--- src/sv/wadr_pkg.sv ---
// ----------------------------------------------------------------------------
// wadr_pkg: shared types and constants of the windowed access race detector
// Holds the item structs, operation and register codes, the control bundle
// that drives the slot cells, and the sequencer state type.
// ----------------------------------------------------------------------------
`default_nettype none

package wadr_pkg;

  localparam int unsigned ADDR_W  = 32;
  localparam int unsigned TID_W   = 8;
  localparam int unsigned TIME_W  = 32;
  localparam int unsigned CFG_W   = 32;
  localparam int unsigned CFG_IDX_W = 1;

  // operation codes
  localparam logic OP_ACCESS = 1'b0;
  localparam logic OP_SYNC   = 1'b1;

  // register indexes
  localparam logic [CFG_IDX_W-1:0] CFG_WINDOW = 1'b0;
  localparam logic [CFG_IDX_W-1:0] CFG_RETAIN = 1'b1;

  localparam logic [TIME_W-1:0] WINDOW_RESET = 32'd100;
  localparam logic [TIME_W-1:0] RETAIN_RESET = 32'd1000;

  typedef struct packed {
    logic              operation;
    logic [ADDR_W-1:0] address;
    logic [TID_W-1:0]  thread_num;
    logic              write_op;
    logic [TIME_W-1:0] timestamp;
  } in_item_t;

  typedef struct packed {
    logic race_flag;
    logic conflict_now;
    logic table_full;
  } out_item_t;

  // control bundle broadcast to every cell
  typedef struct packed {
    logic cmp;   // evaluate the held item against the slot
    logic upd;   // commit the update phase
    logic sync;  // item is a synchronization point
    logic hold;  // some slot conflicted, leave the table alone
  } cell_ctrl_t;

  typedef enum logic [1:0] {
    ST_IDLE,
    ST_CMP,
    ST_UPD
  } state_t;

endpackage

`default_nettype wire

--- src/sv/wadr_cell.sv ---
// ----------------------------------------------------------------------------
// wadr_cell: one slot of the access table
// Holds one stored access, checks the held item against it in the compare
// phase and commits in the update phase; the free-slot token ripples along
// the row so the lowest free slot takes the access.
// ----------------------------------------------------------------------------
`default_nettype none

module wadr_cell (
  input  wire logic                       clk,
  input  wire logic                       rst,
  input  wire wadr_pkg::cell_ctrl_t       ctrl,
  input  wire wadr_pkg::in_item_t         item,
  input  wire logic [wadr_pkg::TIME_W-1:0] window_ticks,
  input  wire logic [wadr_pkg::TIME_W-1:0] retain_ticks,
  input  wire logic                       taken_in,
  output logic                            taken_out,
  output logic                            conflict
);

  logic                        valid;
  logic [wadr_pkg::ADDR_W-1:0] address;
  logic [wadr_pkg::TID_W-1:0]  thread;
  logic                        write;
  logic [wadr_pkg::TIME_W-1:0] stamp;

  logic                        live;
  logic                        drop;

  logic [wadr_pkg::TIME_W-1:0] age;
  logic                        live_now;
  logic                        same_addr;
  logic                        take;

  assign age       = item.timestamp - stamp;
  assign live_now  = valid && (age <= retain_ticks);
  assign same_addr = (address == item.address);

  // a slot that is not live is free; first free slot along the row wins
  assign take      = !live && !taken_in;
  assign taken_out = taken_in || !live;

  // compare phase flags
  always_ff @(posedge clk) begin
    if (rst) begin
      live     <= 1'b0;
      drop     <= 1'b0;
      conflict <= 1'b0;
    end else if (ctrl.cmp) begin
      live     <= live_now;
      drop     <= valid && same_addr && !live_now;
      conflict <= live_now && same_addr && (thread != item.thread_num) &&
                  (item.write_op || write) && (age < window_ticks);
    end
  end

  always_ff @(posedge clk) begin
    if (rst) begin
      valid <= 1'b0;
    end else if (ctrl.upd) begin
      if (ctrl.sync) begin
        valid <= 1'b0;
      end else if (!ctrl.hold) begin
        if (take) begin
          valid <= 1'b1;
        end else if (drop) begin
          valid <= 1'b0;
        end
      end
    end
  end

  always_ff @(posedge clk) begin
    if (ctrl.upd && !ctrl.sync && !ctrl.hold && take) begin
      address <= item.address;
      thread  <= item.thread_num;
      write   <= item.write_op;
      stamp   <= item.timestamp;
    end
  end

endmodule

`default_nettype wire

--- src/sv/windowed_access_race_detector_top.sv ---
// ----------------------------------------------------------------------------
// windowed_access_race_detector_top: table based memory access race checker
// Row of slot cells with a small compare/update sequencer and an output
// register; one result item per input item.
// ----------------------------------------------------------------------------
// Each input item passes through a compare state, in which every slot cell
// checks the held item against its own stored access in parallel, and then
// an update state, in which the free-slot token ripples through the row and
// the table, the sticky race flag and the result register are written. The
// next item is accepted in the update state of the previous one; a result
// that waits in the output register holds the update state of the following
// item. Configuration writes are taken at any time, but are meant to land
// only while no item is in flight. After reset the table is empty and no
// clearing pass is needed.
// ----------------------------------------------------------------------------
`default_nettype none

module windowed_access_race_detector_top #(
  parameter int unsigned TABLE_ENTRIES = 16
) (
  input  wire logic                          clk,
  input  wire logic                          rst,
  // input channel
  input  wire logic                          in_valid,
  output logic                               in_stall,
  input  wire wadr_pkg::in_item_t            in_data,
  // result channel
  output logic                               out_valid,
  input  wire logic                          out_stall,
  output wadr_pkg::out_item_t                out_data,
  // configuration write port
  input  wire logic                          cfg_we,
  input  wire logic [wadr_pkg::CFG_IDX_W-1:0] cfg_index,
  input  wire logic [wadr_pkg::CFG_W-1:0]    cfg_data
);

  // configuration registers
  logic [wadr_pkg::TIME_W-1:0] window_ticks;
  logic [wadr_pkg::TIME_W-1:0] retain_ticks;

  // sequencer
  wadr_pkg::state_t state;
  wadr_pkg::state_t state_next;

  wadr_pkg::in_item_t   item;         // item under work
  wadr_pkg::cell_ctrl_t ctrl;
  logic                 sticky_race;

  logic                     accept;
  logic                     out_free;   // result register can take a value
  logic                     upd_fire;   // update cycle completes
  logic                     conflict_any;
  logic [TABLE_ENTRIES-1:0] conflict_vec;
  logic [TABLE_ENTRIES:0]   taken;      // free-slot token along the row

  // ---------------------------------------------------------------------------
  // configuration
  // ---------------------------------------------------------------------------
  always_ff @(posedge clk) begin
    if (rst) begin
      window_ticks <= wadr_pkg::WINDOW_RESET;
      retain_ticks <= wadr_pkg::RETAIN_RESET;
    end else if (cfg_we) begin
      case (cfg_index)
        wadr_pkg::CFG_WINDOW: window_ticks <= cfg_data;
        wadr_pkg::CFG_RETAIN: retain_ticks <= cfg_data;
        default: ;
      endcase
    end
  end

  // ---------------------------------------------------------------------------
  // sequencer: idle -> compare -> update, update may overlap the next accept
  // ---------------------------------------------------------------------------
  assign out_free = !out_valid || !out_stall;
  assign accept   = in_valid && !in_stall;

  always_ff @(posedge clk) begin
    if (rst) begin
      state <= wadr_pkg::ST_IDLE;
    end else begin
      state <= state_next;
    end
  end

  always_comb begin
    state_next = state;
    in_stall   = 1'b1;
    upd_fire   = 1'b0;
    case (state)
      wadr_pkg::ST_IDLE: begin
        in_stall = 1'b0;
        if (in_valid) begin
          state_next = wadr_pkg::ST_CMP;
        end
      end
      wadr_pkg::ST_CMP: begin
        state_next = wadr_pkg::ST_UPD;
      end
      wadr_pkg::ST_UPD: begin
        // wait here while the previous result still sits unclaimed
        if (out_free) begin
          upd_fire   = 1'b1;
          in_stall   = 1'b0;
          state_next = in_valid ? wadr_pkg::ST_CMP : wadr_pkg::ST_IDLE;
        end
      end
      default: begin
        state_next = wadr_pkg::ST_IDLE;
      end
    endcase
    // no item is taken while reset is held
    if (rst) begin
      in_stall = 1'b1;
    end
  end

  // item register, loaded on accept
  always_ff @(posedge clk) begin
    if (accept) begin
      item <= in_data;
    end
  end

  // ---------------------------------------------------------------------------
  // row of slot cells
  // ---------------------------------------------------------------------------
  assign conflict_any = |conflict_vec;

  assign ctrl.cmp  = (state == wadr_pkg::ST_CMP);
  assign ctrl.upd  = upd_fire;
  assign ctrl.sync = (item.operation == wadr_pkg::OP_SYNC);
  assign ctrl.hold = conflict_any;

  assign taken[0] = 1'b0;

  for (genvar i = 0; i < TABLE_ENTRIES; i++) begin : g_cell
    wadr_cell u_cell (
      .clk          (clk),
      .rst          (rst),
      .ctrl         (ctrl),
      .item         (item),
      .window_ticks (window_ticks),
      .retain_ticks (retain_ticks),
      .taken_in     (taken[i]),
      .taken_out    (taken[i+1]),
      .conflict     (conflict_vec[i])
    );
  end

  // ---------------------------------------------------------------------------
  // sticky race flag and result register
  // ---------------------------------------------------------------------------
  always_ff @(posedge clk) begin
    if (rst) begin
      sticky_race <= 1'b0;
    end else if (upd_fire && !ctrl.sync && conflict_any) begin
      sticky_race <= 1'b1;
    end
  end

  always_ff @(posedge clk) begin
    if (rst) begin
      out_valid <= 1'b0;
    end else if (upd_fire) begin
      out_valid <= 1'b1;
    end else if (!out_stall) begin
      out_valid <= 1'b0;
    end
  end

  always_ff @(posedge clk) begin
    if (upd_fire) begin
      if (ctrl.sync) begin
        out_data.race_flag    <= sticky_race;
        out_data.conflict_now <= 1'b0;
        out_data.table_full   <= 1'b0;
      end else begin
        out_data.race_flag    <= sticky_race || conflict_any;
        out_data.conflict_now <= conflict_any;
        // no slot left for the access when the token never got taken
        out_data.table_full   <= !conflict_any && !taken[TABLE_ENTRIES];
      end
    end
  end

endmodule

`default_nettype wire
--- config.mk ---
export PLATFORM = sky130hd
export DESIGN_NAME = windowed_access_race_detector_top
export DESIGN_NICKNAME = d
export VERILOG_FILES = /design/src/sv/wadr_pkg.sv /design/src/sv/wadr_cell.sv /design/src/sv/windowed_access_race_detector_top.sv
export SDC_FILE = /design/constraint.sdc
export NUM_CORES = 2
export LEC_CHECK = 0
export BUFFER_PORTS_ARGS = -buffer_cell sky130_fd_sc_hd__buf_4
export CAP_MARGIN = 15
export CORE_AREA = 5 5 431 433
export DETAILED_ROUTE_END_ITERATION = 8
export DIE_AREA = 0 0 436 438
export PLACE_DENSITY = 0.73
export SLEW_MARGIN = 20
export SYNTH_ARGS = -nofsm -noshare
export SYNTH_HDL_FRONTEND = slang
export SYNTH_HIERARCHICAL = 1
export SYNTH_SLANG_ARGS = --single-unit
--- constraint.sdc ---
create_clock -name clk -period 14 [get_ports clk]
set_input_delay 2.1 -clock clk [delete_from_list [all_inputs] [get_ports clk]]
set_output_delay 2.1 -clock clk [all_outputs]
set_load 0.02 [all_outputs]
## After elaboration in Yosys (flattened, before gate mapping)

Cells that the tools add are included.

| storage, ports and cells | value |
|---|---|
| input port bits | 112 |
| word-level logic and storage cells | 574 |
| output and inout port bits | 5 |
| flip-flop bits (word level) | 1377 |

| operators by class | value |
|---|---|
| bitwise operators | 1 |
| order comparisons | 32 |
| equal/unequal tests | 39 |
| mux-type cells | 76 |
| $add $sub $neg | 16 |
| reductions and logical operators | 269 |

Operators with widths:

| operator | count |
|---|---|
| $eq 32x32->1 | 16 |
| $le 32x32->1 | 16 |
| $lt 32x32->1 | 16 |
| $sub 32x32->32 | 16 |
| $logic_and 1x1->1 | 148 |
| $ne 8x8->1 | 16 |
| $mux 1 | 71 |
| $logic_not 1->1 | 52 |
| $reduce_and 3->1 | 16 |
| $reduce_bool 3->1 | 15 |
| $logic_or 1x1->1 | 33 |
| $reduce_or 16->1 | 1 |
| $ne 2x2->1 const B | 3 |
| $pmux 2 s3 | 1 |
| $reduce_and 2->1 | 3 |
| $mux 2 | 2 |
| $mux 3 | 1 |
| $ne 3x3->1 const B | 1 |
| $eq 2x1->1 const B | 1 |
| $eq 2x2->1 const B | 1 |
| $logic_not 2->1 | 1 |
| $ne 2x1->1 const B | 1 |
| $pmux 1 s2 | 1 |
| $not 1->1 | 1 |

## Longest topological paths before layout

| logic depth | value |
|---|---|
| depth after elaboration | 20 |
| gate-level depth with buffers | 20 |
| mapped depth without buffers | 20 |

## Cells and area by module

Netlist, hierarchy kept.

Modules (own cells, without submodules):

| module | instances | area an instance (µm²) | seq. area each (µm²) | cells each |
|---|---|---|---|---|
| wadr_cell at g_cell[12].u_cell ... | 7 | 6125.9 | 2272.2 | 633 |
| wadr_cell at g_cell[0].u_cell ... | 6 | 6120.9 | 2272.2 | 618 |
| wadr_cell at g_cell[9].u_cell | 1 | 6193.4 | 2272.2 | 635 |
| wadr_cell at g_cell[13].u_cell | 1 | 6150.9 | 2272.2 | 630 |
| wadr_cell at g_cell[8].u_cell | 1 | 6103.4 | 2272.2 | 617 |
| windowed_access_race_detector_top | 1 | 4739.5 | 3673.5 | 386 |

## Worst setup path after synthesis

OpenSTA, ideal clock, no wires.

| path | value |
|---|---|
| kind | input to register |
| start | input port out_stall |
| end | register g_cell[0].u_cell/address[0] (netlist bit) (enable) |
| arrival time | 10.433 ns |
| stages | 3 |
| path slack | 2.879 ns |
| data required time | 13.312 ns |
| path buffers | 0 |
| library setup time | 0.688 ns |
| cells stage by stage | a21oi_1 -> nand2b_1 -> nor4_1 |

| between the ends | value |
|---|---|
| longest elaborated chain between the ends | 7 |

Ends and longest elaborated chain:

| item | line | source |
|---|---|---|
| start: declaration | windowed_access_race_detector_top.sv:29 | `input wire logic out_stall,` |
| $logic_not 1->1 | n/a |  |
| $logic_or 1x1->1 | windowed_access_race_detector_top.sv:75 | `assign out_free = !out_valid \|\| !out_stall;` |
| $mux 1 | windowed_access_race_detector_top.sv:102 | `if (out_free) begin` |
| $mux 1 | windowed_access_race_detector_top.sv:90 | `case (state)` |
| $logic_and 1x1->1 (3 in a row) | wadr_cell.sv:74 | `if (ctrl.upd && !ctrl.sync && !ctrl.hold && take) begin` |
| end signal: assignment | wadr_cell.sv:75 | `address <= item.address;` |
| end: declaration | wadr_cell.sv:22 | `logic [wadr_pkg::ADDR_W-1:0] address;` |

Every way passes these cells.
A chain may end at the register's enable or synchronous reset.

## Final worst setup path

| path | value |
|---|---|
| start | register, netlist name item[8] |
| end | register g_cell[11].u_cell.drop |

| between the ends | value |
|---|---|
| longest elaborated chain between the ends | 5 |

Ends and longest elaborated chain:

| item | line | source |
|---|---|---|
| $sub 32x32->32 | wadr_cell.sv:35 | `assign age = item.timestamp - stamp;` |
| $le 32x32->1 | wadr_cell.sv:36 | `assign live_now = valid && (age <= retain_ticks);` |
| $logic_and 1x1->1 | wadr_cell.sv:36 |  |
| $logic_not 1->1 | wadr_cell.sv:51 | `drop <= valid && same_addr && !live_now;` |
| $logic_and 1x1->1 | wadr_cell.sv:51 |  |
| end signal: assignment | wadr_cell.sv:51 |  |
| end: declaration | wadr_cell.sv:28 | `logic drop;` |

Every way passes these cells.

==> flow_metrics.py <==
metrics = {
    "sta": {
        "finalHoldViolCount": 0,
        "setup_viol": 0,
        "fin_crit_ns": 6.282,
        "slew_headroom_pct": 15.26,
        "post-route-period-util_pct": 44.87,
        "tightest_slew_ns": 1.271,
        "slew_viol_final": 0,
        "skew_ns": 0.05632,
        "rsz0062_at_grt": "no",
        "fmax_ghz": 0.1592,
        "setup_tns_ns": 0,
    },
    "critical_path": {
        "crit_fanout": 22,
        "end_kind": "flop",
        "cp-start-kind": "flop",
        "cp_data_required_time_ns": 14.74,
        "crit_arrival_ns": 7.02,
        "path_class": "reg -> reg",
    },
    "global_route": {
        "grt_max_degree": 75,
        "antenna_found_initial": 10,
        "grt_pass1_vias": 82923,
        "grt_pass1_wl_mm": 525.3,
        "grt-ovfl-total": 0,
        "grt_use_total_pct": 37.11,
    },
    "logic_synthesis": {
        "synth_flop_cell": "edfxtp_1",
        "yosys.area.top_type": "edfxtp_1",
        "syn_avg_cell_area_sq_um": 9.877,
        "synth-edff-count": 1245,
        "seq_area_frac_synth_pct": 38.94,
        "netlist_area_sq_um": 102800,
        "syn-instance-count": 10407,
        "synth_common_cells": "1657 x inv_1, 1504 x ha_1, 1245 x edfxtp_1, 739 x a21oi_1, 578 x xnor2_1",
        "synth_top_cell_area_share_pct": 36.37,
        "synth_warnings": 6,
        "synthArstFlopShare_pct": 0,
        "ys_ff_latch": 1377,
        "synth_cell_types": 104,
        "synthMostInstantiatedCell": "inv_1",
        "ys_top_cells_by_area": "edfxtp_1 36%, ha_1 18%, inv_1 6.1%",
    },
    "run_status": {
        "status": "complete, but fails checks",
        "failed_checks": "DRC",
    },
    "pwr": {
        "p_int_mw": 7.633,
        "switching_power_mw": 3.132,
        "swShare_pct": 29.09,
        "clock_power_share_pct": 39.7,
        "peakVddDrop_mv": 0.1355,
        "powerDensity_nw_per_um2": 94.99,
        "p_leak_nw": 46.18,
        "power_frac_comb_pct": 17.5,
        "fin_total_pwr_mw": 10.76,
        "p_seq_share_pct": 42.8,
    },
    "die": {
        "initial_core_util_pct": 56.57,
        "io-pin-count": 117,
        "die-area_sq_um": 191000,
        "core_area_sq_um": 181700,
        "die_w_microns": 436,
        "die_y_microns": 438,
        "rows": 157,
    },
    "clock_network": {
        "cts_htree_levels": 4,
        "clock_latency_ns": 0.84,
        "postCtsHoldBufs": 0,
        "root_buffer": "clkbuf_16",
        "cts_resized": 0,
        "clkSinkCount": 1377,
        "clkTransAtPathRegs_ns": 0.07,
        "post_cts_buffers": 0,
        "cts_max_path_buffers": 3,
        "cts_made_buffers": 157,
        "cts_tree": "built",
    },
    "placed_design": {
        "dp_hpwl_mm": 258.8,
        "port_buffers": 116,
        "place.gp.congestion": 1.057,
    },
    "finish": {
        "drive_gt1_share_pct": 7.033,
        "nFillCells": 14723,
        "nNetsFinal": 12422,
        "areaGrowthSynthToFinish_pct": 10.25,
    },
    "drt": {
        "dr.pass1.iters": 9,
        "routedWlPerCell_microns": 27.45,
        "initialDrtViolationCount": 7892,
        "viasPerCell": 6.311,
        "drc": 1,
        "drt_wl_total_mm": 365.4,
        "vias": 83995,
        "final_antenna_net_count": 0,
    },
    "flow_run": {
        "maxCapViolations": 0,
    },
    "hold_path": {
        "hold_path.class": "reg -> reg",
    },
}
==> area by class of cell <==
class,instances,area [sq um],area share (%)
Multi-Input combinational cell,7295,56420,49.78
Sequential cell,1377,40100,35.38
Inverter,1658,6223,5.492
Clock buffer,184,4114,3.630
Tap cell,2385,2984,2.633
Timing Repair Buffer,301,2260,1.994
Clock inverter,105,1220,1.076
Antenna cell,5,12.51,0.01104
==> kinds of logic (layout without fill, tap and decap cells) <==
| family | count (synthesis) | after routing | synth area share (%) |
|---|---|---|---|
| muxes | 10 | 10 | 0.09860 |
| buffers and inverters | 1736 | 2248 | 6.424 |
| and+or+nand+nor | 2329 | 2329 | 11.80 |
| AOI/OAI and AO/OA | 2349 | 2349 | 14.87 |
| other | 1 | 7 | 0.003648 |
| DFF | 1377 | 1377 | 38.94 |
| adders and majority gates | 1520 | 1520 | 18.62 |
| xor gates and xnor gates | 1085 | 1085 | 9.245 |
==> stage by stage <==
| step | hold WS (ns) | cell area [sq um] | instances | setup WS (ns) | util, % |
|---|---|---|---|---|---|
| after floorplan | 0.4185 | 102800 | 10408 | 2.879 | - |
| after global placement | 0.4312 | 107900 | 13013 | 7.936 | 59.38 |
| after detailed placement | 0.4341 | 108000 | 13016 | 7.953 | 59.41 |
| after CTS | 0.4491 | 113300 | 13305 | 7.949 | 62.35 |
| after global routing | 0.4802 | 113300 | 13305 | 7.642 | 62.36 |
| final | 0.4492 | 113300 | 13310 | 7.718 | 62.37 |
==> placed cells by master, fill, tap and decap left out, types with 24 or more instances in the layout <==
master | synthesis | routed
clkinv_1 | 0 | 26
a21oi_1 | 739 | 738
a2111oi_0 | 24 | 24
a21o_1 | 376 | 376
dfxtp_1 | 132 | 76
a31oi_1 | 67 | 67
a211oi_1 | 97 | 96
clkbuf_16 | 0 | 160
clkinv_2 | 0 | 26
a21boi_0 | 25 | 25
buf_4 | 8 | 301
nor2_1 | 445 | 444
and4_1 | 44 | 44
nand3_1 | 155 | 155
nand2b_1 | 161 | 161
a221oi_1 | 43 | 42
xnor2_1 | 578 | 578
nor4_2 | 6 | 34
nor2b_1 | 143 | 141
o21bai_1 | 29 | 29
nor4_1 | 165 | 137
or3_1 | 39 | 39
o21ai_0 | 442 | 440
ha_1 | 1504 | 1504
nand2_1 | 572 | 572
xor2_1 | 507 | 507
dfxtp_2 | 0 | 56
a211o_1 | 30 | 30
o211ai_1 | 67 | 67
and3_1 | 31 | 31
o21a_1 | 105 | 105
edfxtp_1 | 1245 | 1245
nand4_1 | 289 | 289
o221ai_1 | 39 | 39
inv_1 | 1657 | 1657
nor3_1 | 144 | 138
==> worst paths after layout <==
path | end | slack (ns) | start | cells after the start
setup reg to reg | g_cell[11].u_cell/drop$_SDFFE_PP0P_ | 7.72 | item[8]$_DFFE_PP_ | 18
hold reg to reg | g_cell[10].u_cell/drop$_SDFFE_PP0P_ | 0.45 | g_cell[10].u_cell/drop$_SDFFE_PP0P_ | 1
hold / removal | g_cell[10].u_cell/drop$_SDFFE_PP0P_ | 0.45 | g_cell[10].u_cell/drop$_SDFFE_PP0P_ | 1
setup / recovery | g_cell[11].u_cell/drop$_SDFFE_PP0P_ | 7.72 | item[8]$_DFFE_PP_ | 18
==> flip-flops by register name (all words and copies together), names as in the netlist <==
signal / count
ctrl: 1
g_cell.u_cell/address: 512
g_cell.u_cell/conflict: 16
g_cell.u_cell/drop: 16
g_cell.u_cell/live: 16
g_cell.u_cell/stamp: 512
g_cell.u_cell/thread: 128
g_cell.u_cell/valid: 16
g_cell.u_cell/write: 16
item: 73
out_data: 3
out_valid: 1
retain_ticks: 32
state: 2
sticky_race: 1
window_ticks: 32
==> per-layer routing <==
metal / global-route usage (%) / wire (microns)
met1: 42.58 / 131800
met2: 60.70 / 165700
met3: 6.385 / 30220
met4: 31.22 / 37660
met5: 0 / 0
==> power by group through the flow <==
stage	Clock (mW)	Combinational (mW)	Sequential, mW
after CTS	4.33	1.85	4.59
after global placement	0	1.77	4.68
after floorplan	0	1.18	4.66
after global routing	4.50	2.07	4.59
final	4.28	1.89	4.60
after detailed placement	0	1.83	4.68
==> critical path, cell delays in order (launching register included) <==
cell and delay [ns]:
edfxtp_1 0.33, buf_4 0.42, buf_4 0.38, ha_1 0.35
a21oi_1 0.22, nor3b_1 0.89, a21oi_1 0.52, a21oi_1 0.34
o21ai_0 0.20, xor2_1 0.28, ha_1 0.31, a21o_1 0.16
a21o_1 0.18, a21oi_1 0.32, nor3_1 0.08, or4b_4 0.57
o311ai_2 0.36, nor3_1 0.08, a21o_1 0.16
Power figures use the tool's default switching activity.
